**config.mk**
```make
export PLATFORM = sky130hd
export DESIGN_NAME = wav_header_chunk_parser
export DESIGN_NICKNAME = d
export VERILOG_FILES = /design/src/hdl/wavp_pkg.sv /design/src/hdl/wavp_div.sv /design/src/hdl/wavp_dpath.sv /design/src/hdl/wavp_ctrl.sv /design/src/hdl/wav_header_chunk_parser.sv
export SDC_FILE = /design/constraint.sdc
export NUM_CORES = 2
export LEC_CHECK = 0
export BUFFER_PORTS_ARGS = -buffer_cell sky130_fd_sc_hd__buf_2
export CAP_MARGIN = 20
export CORE_MARGIN = 5
export CORE_UTILIZATION = 46
export DETAILED_ROUTE_END_ITERATION = 16
export PLACE_DENSITY = 0.69
export SLEW_MARGIN = 25
export SYNTH_ARGS = -nofsm -noshare
export SYNTH_HDL_FRONTEND = slang
export SYNTH_SLANG_ARGS = --single-unit
export TNS_END_PERCENT = 50
```
**constraint.sdc**
```tcl
create_clock -name clk -period 20.9 [get_ports clk]
set_input_delay 1.045 -clock clk [delete_from_list [all_inputs] [get_ports clk]]
set_output_delay 1.045 -clock clk [all_outputs]
set_load 0.1 [all_outputs]
```
**src/hdl/wavp_pkg.sv**
```systemverilog
// ----------------------------------------------------------------------------
// wavp_pkg
// Shared constants, state codes and controller/datapath bundles for the
// RIFF/WAVE header parser.
// ----------------------------------------------------------------------------
package wavp_pkg;

    localparam int unsigned LOOKUP_LIMIT = 524288;
    localparam int unsigned POS_W        = $clog2(LOOKUP_LIMIT + 8);

    localparam logic [31:0] TAG_RIFF = 32'h4646_4952;
    localparam logic [31:0] TAG_WAVE = 32'h4556_4157;
    localparam logic [31:0] TAG_FMT  = 32'h2074_6D66;
    localparam logic [31:0] TAG_DATA = 32'h6174_6164;

    localparam logic [15:0] FMT_PCM   = 16'h0001;
    localparam logic [15:0] FMT_FLOAT = 16'h0003;
    localparam logic [31:0] FMT_LOOK  = 32'd16;
    localparam logic [9:0]  DUR_SCALE = 10'd1000;

    localparam int unsigned DIV_N_W = 42;
    localparam int unsigned DIV_C_W = $clog2(DIV_N_W + 1);

    localparam logic [1:0] STS_OK      = 2'd0;
    localparam logic [1:0] STS_INVALID = 2'd1;
    localparam logic [1:0] STS_CODEC   = 2'd2;

    localparam logic [5:0] FLAGS_FMT     = 6'h07;
    localparam logic [5:0] FLAG_DURATION = 6'h10;
    localparam logic [5:0] FLAGS_DATA    = 6'h28;

    localparam logic [3:0] IDX_RIFF_END = 4'd3;
    localparam logic [3:0] IDX_WAVE_END = 4'd11;
    localparam logic [3:0] IDX_TAG_END  = 4'd3;
    localparam logic [3:0] IDX_HDR_END  = 4'd7;
    localparam logic [3:0] IDX_FMT_END  = 4'd15;

    localparam int unsigned STATE_W = 4;
    localparam logic [STATE_W-1:0] ST_RIFF  = 4'd0;
    localparam logic [STATE_W-1:0] ST_CHUNK = 4'd1;
    localparam logic [STATE_W-1:0] ST_FMT   = 4'd2;
    localparam logic [STATE_W-1:0] ST_SKIP  = 4'd3;
    localparam logic [STATE_W-1:0] ST_DONE  = 4'd4;
    localparam logic [STATE_W-1:0] ST_HDR   = 4'd5;
    localparam logic [STATE_W-1:0] ST_MUL1  = 4'd6;
    localparam logic [STATE_W-1:0] ST_MUL2  = 4'd7;
    localparam logic [STATE_W-1:0] ST_FCHK  = 4'd8;
    localparam logic [STATE_W-1:0] ST_DIV   = 4'd9;

    typedef struct packed {
        logic       restart;
        logic       shift_tag;
        logic       shift_len;
        logic       shift_fmt;
        logic       pos_inc;
        logic       skip_dec;
        logic       mul1;
        logic       mul2;
        logic       fmt_commit;
        logic       start_skip;
        logic       skip_fmt;
        logic       div_start;
        logic       load_ok;
        logic       dur_div;
        logic       load_fail;
        logic [1:0] fail_code;
    } wavp_cmd_t;

    typedef struct packed {
        logic riff_ok;
        logic wave_ok;
        logic tag_fmt;
        logic tag_data;
        logic fmt_ok;
        logic fmt_short;
        logic limit_hit;
        logic skip_zero;
        logic skip_last;
        logic div_need;
        logic div_done;
    } wavp_sts_t;

endpackage

```
**src/hdl/wavp_div.sv**
```systemverilog
// ----------------------------------------------------------------------------
// wavp_div
// Restoring divider, one quotient bit per cycle, for the duration figure.
// ----------------------------------------------------------------------------
module wavp_div (
    input  logic                          clk,
    input  logic                          rst_n,
    input  logic                          start,
    input  logic [wavp_pkg::DIV_N_W-1:0]  dividend,
    input  logic [31:0]                   divisor,
    output logic                          done,
    output logic [31:0]                   quotient
);
    import wavp_pkg::*;

    logic [32:0]          rem_reg;
    logic [DIV_N_W-1:0]   quo_reg;
    logic [31:0]          dvs_reg;
    logic [DIV_C_W-1:0]   cnt_reg;
    logic                 busy_reg;
    logic                 done_reg;
    logic [32:0]          rem_sh;
    logic                 q_bit;

    assign rem_sh = {rem_reg[31:0], quo_reg[DIV_N_W-1]};
    assign q_bit  = (rem_sh >= {1'b0, dvs_reg});

    always_ff @(posedge clk or negedge rst_n)
    begin
        if (!rst_n)
        begin
            busy_reg <= 1'b0;
            done_reg <= 1'b0;
            cnt_reg  <= '0;
        end
        else
        begin
            done_reg <= 1'b0;
            if (start)
            begin
                busy_reg <= 1'b1;
                cnt_reg  <= DIV_C_W'(DIV_N_W);
            end
            else if (busy_reg)
            begin
                cnt_reg <= cnt_reg - 1'b1;
                if (cnt_reg == DIV_C_W'(1))
                begin
                    busy_reg <= 1'b0;
                    done_reg <= 1'b1;
                end
            end
        end
    end

    always_ff @(posedge clk)
    begin
        if (start)
        begin
            rem_reg <= '0;
            quo_reg <= dividend;
            dvs_reg <= divisor;
        end
        else if (busy_reg)
        begin
            rem_reg <= q_bit ? (rem_sh - {1'b0, dvs_reg}) : rem_sh;
            quo_reg <= {quo_reg[DIV_N_W-2:0], q_bit};
        end
    end

    assign done     = done_reg;
    assign quotient = quo_reg[31:0];

endmodule

```
**src/hdl/wavp_dpath.sv**
```systemverilog
// ----------------------------------------------------------------------------
// wavp_dpath
// Header field registers, fmt arithmetic, skip counter and result register.
// ----------------------------------------------------------------------------
module wavp_dpath (
    input  logic                clk,
    input  logic                rst_n,
    input  wavp_pkg::wavp_cmd_t cmd,
    output wavp_pkg::wavp_sts_t sts,
    input  logic [7:0]          file_byte,
    input  logic                cfg_wr_en,
    input  logic [31:0]         cfg_wr_data,
    output logic [1:0]          status,
    output logic [19:0]         header_length,
    output logic [31:0]         data_length,
    output logic [15:0]         num_channels,
    output logic [31:0]         samples_per_sec,
    output logic [7:0]          sample_bits,
    output logic                float_samples,
    output logic [20:0]         frame_bytes,
    output logic [31:0]         bitrate,
    output logic [31:0]         duration_ms,
    output logic [5:0]          info_flags
);
    import wavp_pkg::*;

    logic [31:0]      file_len_reg;
    logic [31:0]      tag_reg;
    logic [31:0]      len_reg;
    logic [POS_W-1:0] pos_reg;
    logic [31:0]      skip_reg;
    logic [127:0]     fmt_reg;
    logic [15:0]      ch_reg;
    logic [31:0]      rate_reg;
    logic [7:0]       depth_reg;
    logic             float_reg;
    logic [31:0]      prod_reg;
    logic [31:0]      rbytes_reg;
    logic [20:0]      block_reg;
    logic [5:0]       flags_reg;

    logic [1:0]  res_status_reg;
    logic [19:0] res_hdr_reg;
    logic [31:0] res_len_reg;
    logic [15:0] res_ch_reg;
    logic [31:0] res_rate_reg;
    logic [7:0]  res_depth_reg;
    logic        res_float_reg;
    logic [20:0] res_block_reg;
    logic [31:0] res_bitrate_reg;
    logic [31:0] res_dur_reg;
    logic [5:0]  res_flags_reg;

    logic [31:0]        tag_next;
    logic [31:0]        len_next;
    logic [15:0]        fmt_tag;
    logic [16:0]        depth_sum;
    logic [7:0]         depth_rnd;
    logic [47:0]        prod_full;
    logic [39:0]        rb_full;
    logic [23:0]        blk_full;
    logic [31:0]        skip_len;
    logic [32:0]        target;
    logic [31:0]        size;
    logic [DIV_N_W-1:0] size_x1000;
    logic               div_done;
    logic [31:0]        div_quo;

    assign tag_next  = {file_byte, tag_reg[31:8]};
    assign len_next  = {file_byte, len_reg[31:8]};
    assign fmt_tag   = fmt_reg[15:0];
    assign depth_sum = {1'b0, fmt_reg[127:112]} + 17'd7;
    assign depth_rnd = {depth_sum[7:3], 3'b000};
    assign prod_full = {32'd0, fmt_reg[31:16]} * {16'd0, fmt_reg[63:32]};
    assign rb_full   = {8'd0, prod_reg} * {32'd0, depth_reg};
    assign blk_full  = {8'd0, ch_reg} * {16'd0, depth_reg};
    assign skip_len  = cmd.skip_fmt ? (len_reg - FMT_LOOK) : len_reg;
    assign target    = {1'b0, skip_len} + 33'(pos_reg);
    assign size      = (len_reg != 32'd0) ? len_reg : file_len_reg;
    assign size_x1000 = {10'd0, size} * {32'd0, DUR_SCALE};

    assign sts.riff_ok   = (tag_next == TAG_RIFF);
    assign sts.wave_ok   = (tag_next == TAG_WAVE);
    assign sts.tag_fmt   = (tag_reg == TAG_FMT);
    assign sts.tag_data  = (tag_reg == TAG_DATA);
    assign sts.fmt_ok    = (fmt_tag == FMT_PCM) || (fmt_tag == FMT_FLOAT);
    assign sts.fmt_short = (len_reg < FMT_LOOK);
    assign sts.limit_hit = (target >= 33'(LOOKUP_LIMIT));
    assign sts.skip_zero = (skip_len == 32'd0);
    assign sts.skip_last = (skip_reg == 32'd1);
    assign sts.div_need  = (size != 32'd0) && (rbytes_reg != 32'd0);
    assign sts.div_done  = div_done;

    wavp_div u_div (
        .clk      (clk),
        .rst_n    (rst_n),
        .start    (cmd.div_start),
        .dividend (size_x1000),
        .divisor  (rbytes_reg),
        .done     (div_done),
        .quotient (div_quo)
    );

    always_ff @(posedge clk or negedge rst_n)
    begin
        if (!rst_n)
        begin
            file_len_reg <= '0;
        end
        else if (cfg_wr_en)
        begin
            file_len_reg <= cfg_wr_data;
        end
    end

    always_ff @(posedge clk or negedge rst_n)
    begin
        if (!rst_n)
        begin
            tag_reg    <= '0;
            len_reg    <= '0;
            pos_reg    <= '0;
            skip_reg   <= '0;
            ch_reg     <= '0;
            rate_reg   <= '0;
            depth_reg  <= '0;
            float_reg  <= 1'b0;
            rbytes_reg <= '0;
            flags_reg  <= '0;
        end
        else if (cmd.restart)
        begin
            tag_reg    <= '0;
            len_reg    <= '0;
            pos_reg    <= '0;
            skip_reg   <= '0;
            ch_reg     <= '0;
            rate_reg   <= '0;
            depth_reg  <= '0;
            float_reg  <= 1'b0;
            rbytes_reg <= '0;
            flags_reg  <= '0;
        end
        else
        begin
            if (cmd.shift_tag)
            begin
                tag_reg <= tag_next;
            end
            if (cmd.shift_len)
            begin
                len_reg <= len_next;
            end
            if (cmd.pos_inc)
            begin
                pos_reg <= pos_reg + 1'b1;
            end
            if (cmd.start_skip && !sts.limit_hit)
            begin
                pos_reg  <= target[POS_W-1:0];
                skip_reg <= skip_len;
            end
            if (cmd.skip_dec)
            begin
                skip_reg <= skip_reg - 1'b1;
            end
            if (cmd.mul1)
            begin
                ch_reg    <= fmt_reg[31:16];
                rate_reg  <= fmt_reg[63:32];
                depth_reg <= depth_rnd;
                float_reg <= (fmt_tag == FMT_FLOAT);
            end
            if (cmd.mul2)
            begin
                rbytes_reg <= {3'b000, rb_full[31:3]};
            end
            if (cmd.fmt_commit)
            begin
                flags_reg <= flags_reg | FLAGS_FMT;
            end
        end
    end

    always_ff @(posedge clk)
    begin
        if (cmd.shift_fmt)
        begin
            fmt_reg <= {file_byte, fmt_reg[127:8]};
        end
        if (cmd.mul1)
        begin
            prod_reg <= prod_full[31:0];
        end
        if (cmd.fmt_commit)
        begin
            block_reg <= blk_full[23:3];
        end
        if (cmd.load_ok)
        begin
            res_status_reg  <= STS_OK;
            res_hdr_reg     <= 20'(pos_reg);
            res_len_reg     <= size;
            res_ch_reg      <= ch_reg;
            res_rate_reg    <= rate_reg;
            res_depth_reg   <= depth_reg;
            res_float_reg   <= float_reg;
            res_block_reg   <= (flags_reg[0]) ? block_reg : 21'd0;
            res_bitrate_reg <= {rbytes_reg[28:0], 3'b000};
            res_dur_reg     <= cmd.dur_div ? div_quo : 32'd0;
            res_flags_reg   <= flags_reg | FLAGS_DATA | (cmd.dur_div ? FLAG_DURATION : 6'd0);
        end
        else if (cmd.load_fail)
        begin
            res_status_reg  <= cmd.fail_code;
            res_hdr_reg     <= '0;
            res_len_reg     <= '0;
            res_ch_reg      <= '0;
            res_rate_reg    <= '0;
            res_depth_reg   <= '0;
            res_float_reg   <= 1'b0;
            res_block_reg   <= '0;
            res_bitrate_reg <= '0;
            res_dur_reg     <= '0;
            res_flags_reg   <= '0;
        end
    end

    assign status          = res_status_reg;
    assign header_length   = res_hdr_reg;
    assign data_length     = res_len_reg;
    assign num_channels    = res_ch_reg;
    assign samples_per_sec = res_rate_reg;
    assign sample_bits     = res_depth_reg;
    assign float_samples   = res_float_reg;
    assign frame_bytes     = res_block_reg;
    assign bitrate         = res_bitrate_reg;
    assign duration_ms     = res_dur_reg;
    assign info_flags      = res_flags_reg;

endmodule

```
**src/hdl/wavp_ctrl.sv**
```systemverilog
// ----------------------------------------------------------------------------
// wavp_ctrl
// Parse phase state machine, byte counter, handshakes and end-of-file
// handling.
// ----------------------------------------------------------------------------
module wavp_ctrl (
    input  logic                          clk,
    input  logic                          rst_n,
    input  logic                          in_valid,
    output logic                          in_ready,
    input  logic                          last_byte,
    output logic                          out_valid,
    input  logic                          out_ready,
    output wavp_pkg::wavp_cmd_t           cmd,
    input  wavp_pkg::wavp_sts_t           sts,
    output logic [wavp_pkg::STATE_W-1:0]  state
);
    import wavp_pkg::*;

    logic [STATE_W-1:0] state_reg;
    logic [STATE_W-1:0] state_next;
    logic [3:0]         idx_reg;
    logic [3:0]         idx_next;
    logic               last_pend_reg;
    logic               last_pend_next;
    logic               out_valid_reg;
    logic               out_valid_next;
    logic               rest;
    logic               in_fire;
    logic               step_end;
    logic               loaded;
    logic               last_now;

    assign rest = (state_reg == ST_RIFF) || (state_reg == ST_CHUNK) ||
                  (state_reg == ST_FMT) || (state_reg == ST_SKIP) ||
                  (state_reg == ST_DONE);
    assign in_ready = rest && (!out_valid_reg || out_ready);
    assign in_fire  = in_valid && in_ready;

    always_comb
    begin
        cmd        = '0;
        state_next = state_reg;
        idx_next   = idx_reg;
        step_end   = 1'b0;
        loaded     = 1'b0;
        last_now   = last_pend_reg;
        unique case (state_reg)
            ST_RIFF:
            begin
                if (in_fire)
                begin
                    cmd.shift_tag = 1'b1;
                    cmd.pos_inc   = 1'b1;
                    last_now      = last_byte;
                    step_end      = 1'b1;
                    if ((idx_reg == IDX_RIFF_END && !sts.riff_ok) ||
                        (idx_reg == IDX_WAVE_END && !sts.wave_ok))
                    begin
                        cmd.load_fail = 1'b1;
                        cmd.fail_code = STS_INVALID;
                        loaded        = 1'b1;
                        state_next    = ST_DONE;
                    end
                    else if (idx_reg == IDX_WAVE_END)
                    begin
                        state_next = ST_CHUNK;
                        idx_next   = '0;
                    end
                    else
                    begin
                        idx_next = idx_reg + 1'b1;
                    end
                end
            end
            ST_CHUNK:
            begin
                if (in_fire)
                begin
                    cmd.pos_inc   = 1'b1;
                    cmd.shift_tag = (idx_reg <= IDX_TAG_END);
                    cmd.shift_len = (idx_reg > IDX_TAG_END);
                    if (idx_reg == IDX_HDR_END)
                    begin
                        idx_next   = '0;
                        state_next = ST_HDR;
                    end
                    else
                    begin
                        idx_next = idx_reg + 1'b1;
                        last_now = last_byte;
                        step_end = 1'b1;
                    end
                end
            end
            ST_HDR:
            begin
                step_end = 1'b1;
                if (sts.tag_fmt)
                begin
                    state_next = ST_FMT;
                end
                else if (sts.tag_data)
                begin
                    if (sts.div_need)
                    begin
                        cmd.div_start = 1'b1;
                        step_end      = 1'b0;
                        state_next    = ST_DIV;
                    end
                    else
                    begin
                        cmd.load_ok = 1'b1;
                        loaded      = 1'b1;
                        state_next  = ST_DONE;
                    end
                end
                else
                begin
                    cmd.start_skip = 1'b1;
                    if (sts.limit_hit)
                    begin
                        cmd.load_fail = 1'b1;
                        cmd.fail_code = STS_INVALID;
                        loaded        = 1'b1;
                        state_next    = ST_DONE;
                    end
                    else
                    begin
                        state_next = sts.skip_zero ? ST_CHUNK : ST_SKIP;
                    end
                end
            end
            ST_FMT:
            begin
                if (in_fire)
                begin
                    cmd.shift_fmt = 1'b1;
                    cmd.pos_inc   = 1'b1;
                    if (idx_reg == IDX_FMT_END)
                    begin
                        idx_next   = '0;
                        state_next = ST_MUL1;
                    end
                    else
                    begin
                        idx_next = idx_reg + 1'b1;
                        last_now = last_byte;
                        step_end = 1'b1;
                    end
                end
            end
            ST_MUL1:
            begin
                if (!sts.fmt_ok)
                begin
                    cmd.load_fail = 1'b1;
                    cmd.fail_code = STS_CODEC;
                    loaded        = 1'b1;
                    step_end      = 1'b1;
                    state_next    = ST_DONE;
                end
                else
                begin
                    cmd.mul1   = 1'b1;
                    state_next = ST_MUL2;
                end
            end
            ST_MUL2:
            begin
                cmd.mul2   = 1'b1;
                state_next = ST_FCHK;
            end
            ST_FCHK:
            begin
                cmd.fmt_commit = 1'b1;
                step_end       = 1'b1;
                if (sts.fmt_short)
                begin
                    cmd.load_fail = 1'b1;
                    cmd.fail_code = STS_INVALID;
                    loaded        = 1'b1;
                    state_next    = ST_DONE;
                end
                else
                begin
                    cmd.start_skip = 1'b1;
                    cmd.skip_fmt   = 1'b1;
                    if (sts.limit_hit)
                    begin
                        cmd.load_fail = 1'b1;
                        cmd.fail_code = STS_INVALID;
                        loaded        = 1'b1;
                        state_next    = ST_DONE;
                    end
                    else
                    begin
                        state_next = sts.skip_zero ? ST_CHUNK : ST_SKIP;
                    end
                end
            end
            ST_SKIP:
            begin
                if (in_fire)
                begin
                    cmd.skip_dec = 1'b1;
                    last_now     = last_byte;
                    step_end     = 1'b1;
                    if (sts.skip_last)
                    begin
                        state_next = ST_CHUNK;
                        idx_next   = '0;
                    end
                end
            end
            ST_DONE:
            begin
                if (in_fire)
                begin
                    last_now = last_byte;
                    step_end = 1'b1;
                end
            end
            ST_DIV:
            begin
                if (sts.div_done)
                begin
                    cmd.load_ok = 1'b1;
                    cmd.dur_div = 1'b1;
                    loaded      = 1'b1;
                    step_end    = 1'b1;
                    state_next  = ST_DONE;
                end
            end
            default:
            begin
                state_next = ST_RIFF;
                idx_next   = '0;
            end
        endcase

        // end of file: report early end, then start over
        if (step_end && last_now)
        begin
            if (!loaded && state_next != ST_DONE)
            begin
                cmd.load_fail = 1'b1;
                cmd.fail_code = STS_INVALID;
                loaded        = 1'b1;
            end
            cmd.restart = 1'b1;
            state_next  = ST_RIFF;
            idx_next    = '0;
        end
    end

    assign last_pend_next = step_end ? 1'b0 : (in_fire ? last_byte : last_pend_reg);
    assign out_valid_next = loaded ? 1'b1 : ((out_valid_reg && out_ready) ? 1'b0 : out_valid_reg);

    always_ff @(posedge clk or negedge rst_n)
    begin
        if (!rst_n)
        begin
            state_reg     <= ST_RIFF;
            idx_reg       <= '0;
            last_pend_reg <= 1'b0;
            out_valid_reg <= 1'b0;
        end
        else
        begin
            state_reg     <= state_next;
            idx_reg       <= idx_next;
            last_pend_reg <= last_pend_next;
            out_valid_reg <= out_valid_next;
        end
    end

    assign out_valid = out_valid_reg;
    assign state     = state_reg;

endmodule

```
**src/hdl/wav_header_chunk_parser.sv**
```systemverilog
// ----------------------------------------------------------------------------
// wav_header_chunk_parser
// Byte-serial RIFF/WAVE header parser reporting stream format on the data chunk.
//
//   channel   signals                           direction
//   input     in_valid/in_ready, file_byte,     in
//             last_byte
//   result    out_valid/out_ready, status ...   out
//             info_flags
//   config    cfg_wr_en, cfg_wr_data            in (file_length)
//
// one byte per cycle in tag, header, fmt and skip phases while input is not stalled
// each completed chunk header adds a decode state (ST_HDR); a fmt chunk adds the
// multiplier and check states ST_MUL1, ST_MUL2 and ST_FCHK
// the data result waits for the bit-serial divider (ST_DIV) when a duration is
// computed
// no clearing pass after reset; input stalls while decoding or dividing and
// while a result transaction waits for out_ready
// ----------------------------------------------------------------------------
module wav_header_chunk_parser (
    input  logic        clk,
    input  logic        rst_n,
    input  logic        in_valid,
    output logic        in_ready,
    input  logic [7:0]  file_byte,
    input  logic        last_byte,
    output logic        out_valid,
    input  logic        out_ready,
    output logic [1:0]  status,
    output logic [19:0] header_length,
    output logic [31:0] data_length,
    output logic [15:0] num_channels,
    output logic [31:0] samples_per_sec,
    output logic [7:0]  sample_bits,
    output logic        float_samples,
    output logic [20:0] frame_bytes,
    output logic [31:0] bitrate,
    output logic [31:0] duration_ms,
    output logic [5:0]  info_flags,
    input  logic        cfg_wr_en,
    input  logic [31:0] cfg_wr_data
);
    import wavp_pkg::*;

    wavp_cmd_t          cmd;
    wavp_sts_t          sts;
    logic [STATE_W-1:0] state;

    wavp_ctrl u_ctrl (
        .clk       (clk),
        .rst_n     (rst_n),
        .in_valid  (in_valid),
        .in_ready  (in_ready),
        .last_byte (last_byte),
        .out_valid (out_valid),
        .out_ready (out_ready),
        .cmd       (cmd),
        .sts       (sts),
        .state     (state)
    );

    wavp_dpath u_dpath (
        .clk             (clk),
        .rst_n           (rst_n),
        .cmd             (cmd),
        .sts             (sts),
        .file_byte       (file_byte),
        .cfg_wr_en       (cfg_wr_en),
        .cfg_wr_data     (cfg_wr_data),
        .status          (status),
        .header_length   (header_length),
        .data_length     (data_length),
        .num_channels    (num_channels),
        .samples_per_sec (samples_per_sec),
        .sample_bits     (sample_bits),
        .float_samples   (float_samples),
        .frame_bytes     (frame_bytes),
        .bitrate         (bitrate),
        .duration_ms     (duration_ms),
        .info_flags      (info_flags)
    );

    a_err_zero: assert property (@(posedge clk) disable iff (!rst_n)
        (out_valid && status != STS_OK) |-> (info_flags == 6'd0 && data_length == 32'd0))
        else $error("error transaction carries payload");

    a_ok_flags: assert property (@(posedge clk) disable iff (!rst_n)
        (out_valid && status == STS_OK) |-> (info_flags[3] && info_flags[5]))
        else $error("ok transaction missing size flags");

    a_no_dur: assert property (@(posedge clk) disable iff (!rst_n)
        (out_valid && status == STS_OK && !info_flags[4]) |-> (duration_ms == 32'd0))
        else $error("duration without flag");

    a_stall_busy: assert property (@(posedge clk) disable iff (!rst_n)
        (state == ST_DIV || state == ST_HDR || state == ST_MUL1) |-> !in_ready)
        else $error("input taken while decoding");

endmodule

```
==> flow_summary_export.csv <==
group,metric,value,unit
synth,synthCells,5156,
clock_tree,htree_levels,3,
synth,synth_area_leaders,"edfxtp_1 (25%), fa_1 (19%), dfrtp_1 (12%)",
grt,antenna_found_initial,0,
layout,final-seq-area,20100,µm²
layout,syn2layout_area_growth,10.2,%
synth,syn_area,53400,µm²
layout,final_common_cell,"nand2_1",
synth,synth_warnings,0,
synth,synthFlopType,"edfxtp_1",
synth,synth_top_area_cell,"edfxtp_1",
die,core,116000,µm²
hold_path,hold_path_depth,0,
place,portBuffers,243,
route,ant_nets,0,
sta,min_period_over_period,0.431,
sta,hold_ws,0.415,ns
die,start_util,0.462,
grt,grt_pass1_wl,212,mm
die,rows,125,
critical_path,cpPeakStageDelay,0.65,ns
clock_tree,postCtsSetupRepairBufs,0,
clock_tree,ctsHoldBuffers,0,
synth,synth.distinct_cells,89,
clock_tree,clock_path_buffers,3,
critical_path,path_class,"register to register",
route,drtIter0Drc,2686,
critical_path,critPathRequiredTime,21.30,ns
sta,slew_headroom,0.268,
layout,final_net_count,6188,
die,io_pins,250,
clock_tree,cts_tree,"built",
flow_run,maxCapViolCount,0,
critical_path,start_kind,"register",
route,drc_errors,0,
clock_tree,cts_sinks,724,
hold_path,holdPathEnd,"u_dpath.fmt_reg[72]$_DFFE_PP_",
clock_tree,numCtsBuffers,81,
sta,fin_skew,0.0350,ns
grt,grt_pass1_vias,38300,
grt,grt-ovfl-total,0,
route,via_count,37600,
die,die_area,123000,µm²
synth,async_reset_ff_frac,0.345,
critical_path,reg2reg_depth,24,
place,globalplace.congestion,0.888,
sta,setup_viol,0,
clock_tree,clock_latency,0.67,ns
hold_path,hp-start,"u_dpath.fmt_reg[80]$_DFFE_PP_",
clock_tree,clk_pin_slew,0.07,ns
die,die_w,351,µm
sta,period_needed,9.01,ns
place,dp_hpwl,96.7,mm
power,irDropWorstVdd,0.000120,V
critical_path,worstPathCellList,"nor3_1 -> and4_1 -> nand2_1 -> nor3_2 -> buf_4 -> mux2i_1 -> inv_1 -> fa_1 -> fa_1 -> fa_1 -> fa_1 -> ha_1 -> a21oi_1 -> o21ai_0 -> a2111oi_0 -> o21ai_0 -> a221oi_1 -> o21a_1 -> o21ai_0 -> o211ai_1 -> o21ai_0 -> a21oi_1 -> xor2_1 -> o21ai_0",
critical_path,r2r_start,"u_dpath.len_reg[17]$_DFFE_PN0P_",
critical_path,critical_path_arrival,9.41,ns
synth,ys_seq_elements,724,
critical_path,cp_max_fo,32,
sta,hold_viol,0,
synth,synth_edf_count,437,
critical_path,crit_slowest_cell,"a2111oi_0",
layout,largest_register_ff_count,128,
route,wl_per_cell,19.3,µm
route,wl,133,mm
layout,final_layout_size_suffix_gt1_frac,0.0968,
critical_path,reg2reg_to,"u_dpath.u_div.quo_reg[40]$_DFFE_PP_",
sta,max_freq,0.111,GHz
clock_tree,cts.repair.resized,0,
die,dieHeight,351,µm
layout,layout_common_cells,"nand2_1 (788), fa_1 (499), inv_1 (498), edfxtp_1 (437), ha_1 (357)",
sta,tns,0,ns
synth,syn_area_per_cell,10.4,µm²
sta,worstMarginPinSlew,1.10,ns
sta,rsz0062_at_grt,"false",
synth,synth_top_area_frac,0.246,
layout,multiInputGateArea,30500,µm²
critical_path,worstSetupEndpointType,"register",
synth,yosysSeqAreaShare,0.377,
grt,grt_use_total,0.217,
layout,n_fill_cell,10400,
route,viasPerCell,5.47,
critical_path,ff2ff_setup_slack,11.89,ns
grt,grt_start_max_net_pins,200,
hold_path,hold_class,"register to register",
power,total_leakage_power,26.3,nW
sta,finalMaxSlewViolations,0,
critical_path,crit_path_frequent_cell,"o21ai_0",
power,power.density,101,nW/µm²
run_status,status,"complete, no violations",
route,drtPass1Iterations,5,
clock_tree,root_buffer,"clkbuf_16",
## metrics by stage
step | cell area (µm²) | power (mW) | setup slack (ns) | std cells | util
3_3_place_gp | 56000 | 4.42 | 12.21 | 6723 | 0.484
2_1_floorplan | 53500 | 3.90 | 10.68 | 5161 | -
5_1_grt | 58900 | 6.36 | 11.14 | 6878 | 0.509
6_report | 58900 | 5.95 | 11.89 | 6879 | 0.509
4_1_cts | 58800 | 5.99 | 11.90 | 6876 | 0.508
3_5_place_dp | 56100 | 4.48 | 11.91 | 6725 | 0.484
## worst max-delay path by stage
stage	start	slack, ns	cells past startpoint	to
finish	u_dpath.len_reg[17]$_DFFE_PN0P_	11.89	24	u_dpath.u_div.quo_reg[40]$_DFFE_PP_
global route	u_dpath.len_reg[17]$_DFFE_PN0P_	11.14	24	u_dpath.u_div.quo_reg[40]$_DFFE_PP_
CTS	u_dpath.len_reg[17]$_DFFE_PN0P_	11.90	24	u_dpath.u_div.quo_reg[40]$_DFFE_PP_
detailed placement	u_dpath.len_reg[17]$_DFFE_PN0P_	11.91	24	u_dpath.u_div.quo_reg[40]$_DFFE_PP_
global placement	u_dpath.len_reg[17]$_DFFE_PN0P_	12.21	24	u_dpath.u_div.quo_reg[40]$_DFFE_PP_
floorplan	out_ready	10.68	4	u_dpath.fmt_reg[0]$_DFFE_PP_
## critical path, delay by kind of cell (launching register included)
kind	cells	cell delay, ns
AO/OA/AOI/OAI	11	3.05
adder cells (fa/ha/maj)	5	2.38
AND/OR/NAND/NOR	4	1.46
buffers and inverters	2	0.62
multiplexers	1	0.53
flip-flops	1	0.51
XOR/XNOR	1	0.15
## cell type report
class	instances	share of cell area
repair buffers	293	0.0284
well taps	1524	0.0324
flip-flops and latches	724	0.342
inverters	501	0.0320
multi-input cells	3685	0.518
diodes	1	0.0000425
clock inverters	46	0.00920
clock buffers	105	0.0379
## synth_stat cells, drive strengths merged, types with 48 or more instances
master / number
xor2: 74
clkbuf: 218
o21ai: 159
ha: 357
nand3: 117
nor2: 217
xnor2: 141
edfxtp: 437
a21oi: 293
dfrtp: 250
inv: 500
nor3: 62
and2: 335
a21o: 53
and3: 48
nand2: 789
fa: 499
## power breakdown
group	switching (mW)	leakage [nW]	internal (mW)
Combinational	1.77	17.3	0.992
Sequential	0.0706	7.64	1.64
Clock	0.618	1.34	0.865
Total	2.46	26.3	3.49
## cell families after synthesis
| group | synth area share |
|---|---|
| other | 0.0000702 |
| AND/OR/NAND/NOR | 0.159 |
| multiplexers | 0.0103 |
| AO/OA/AOI/OAI | 0.0937 |
| buffers and inverters | 0.0544 |
| flip-flops | 0.377 |
| adder cells (fa/ha/maj) | 0.271 |
| XOR/XNOR | 0.0357 |
## per-layer routing
| layer | up-vias | track usage | part of all wire |
|---|---|---|---|
| met5 | - | 0 | 0 |
| met4 | 0 | 0.0741 | 0.033 |
| met3 | 257 | 0.0372 | 0.060 |
| met2 | 1080 | 0.343 | 0.46 |
| met1 | 18700 | 0.304 | 0.45 |
| li1 | 17600 | - | - |
(Power assumes the default switching activity.)
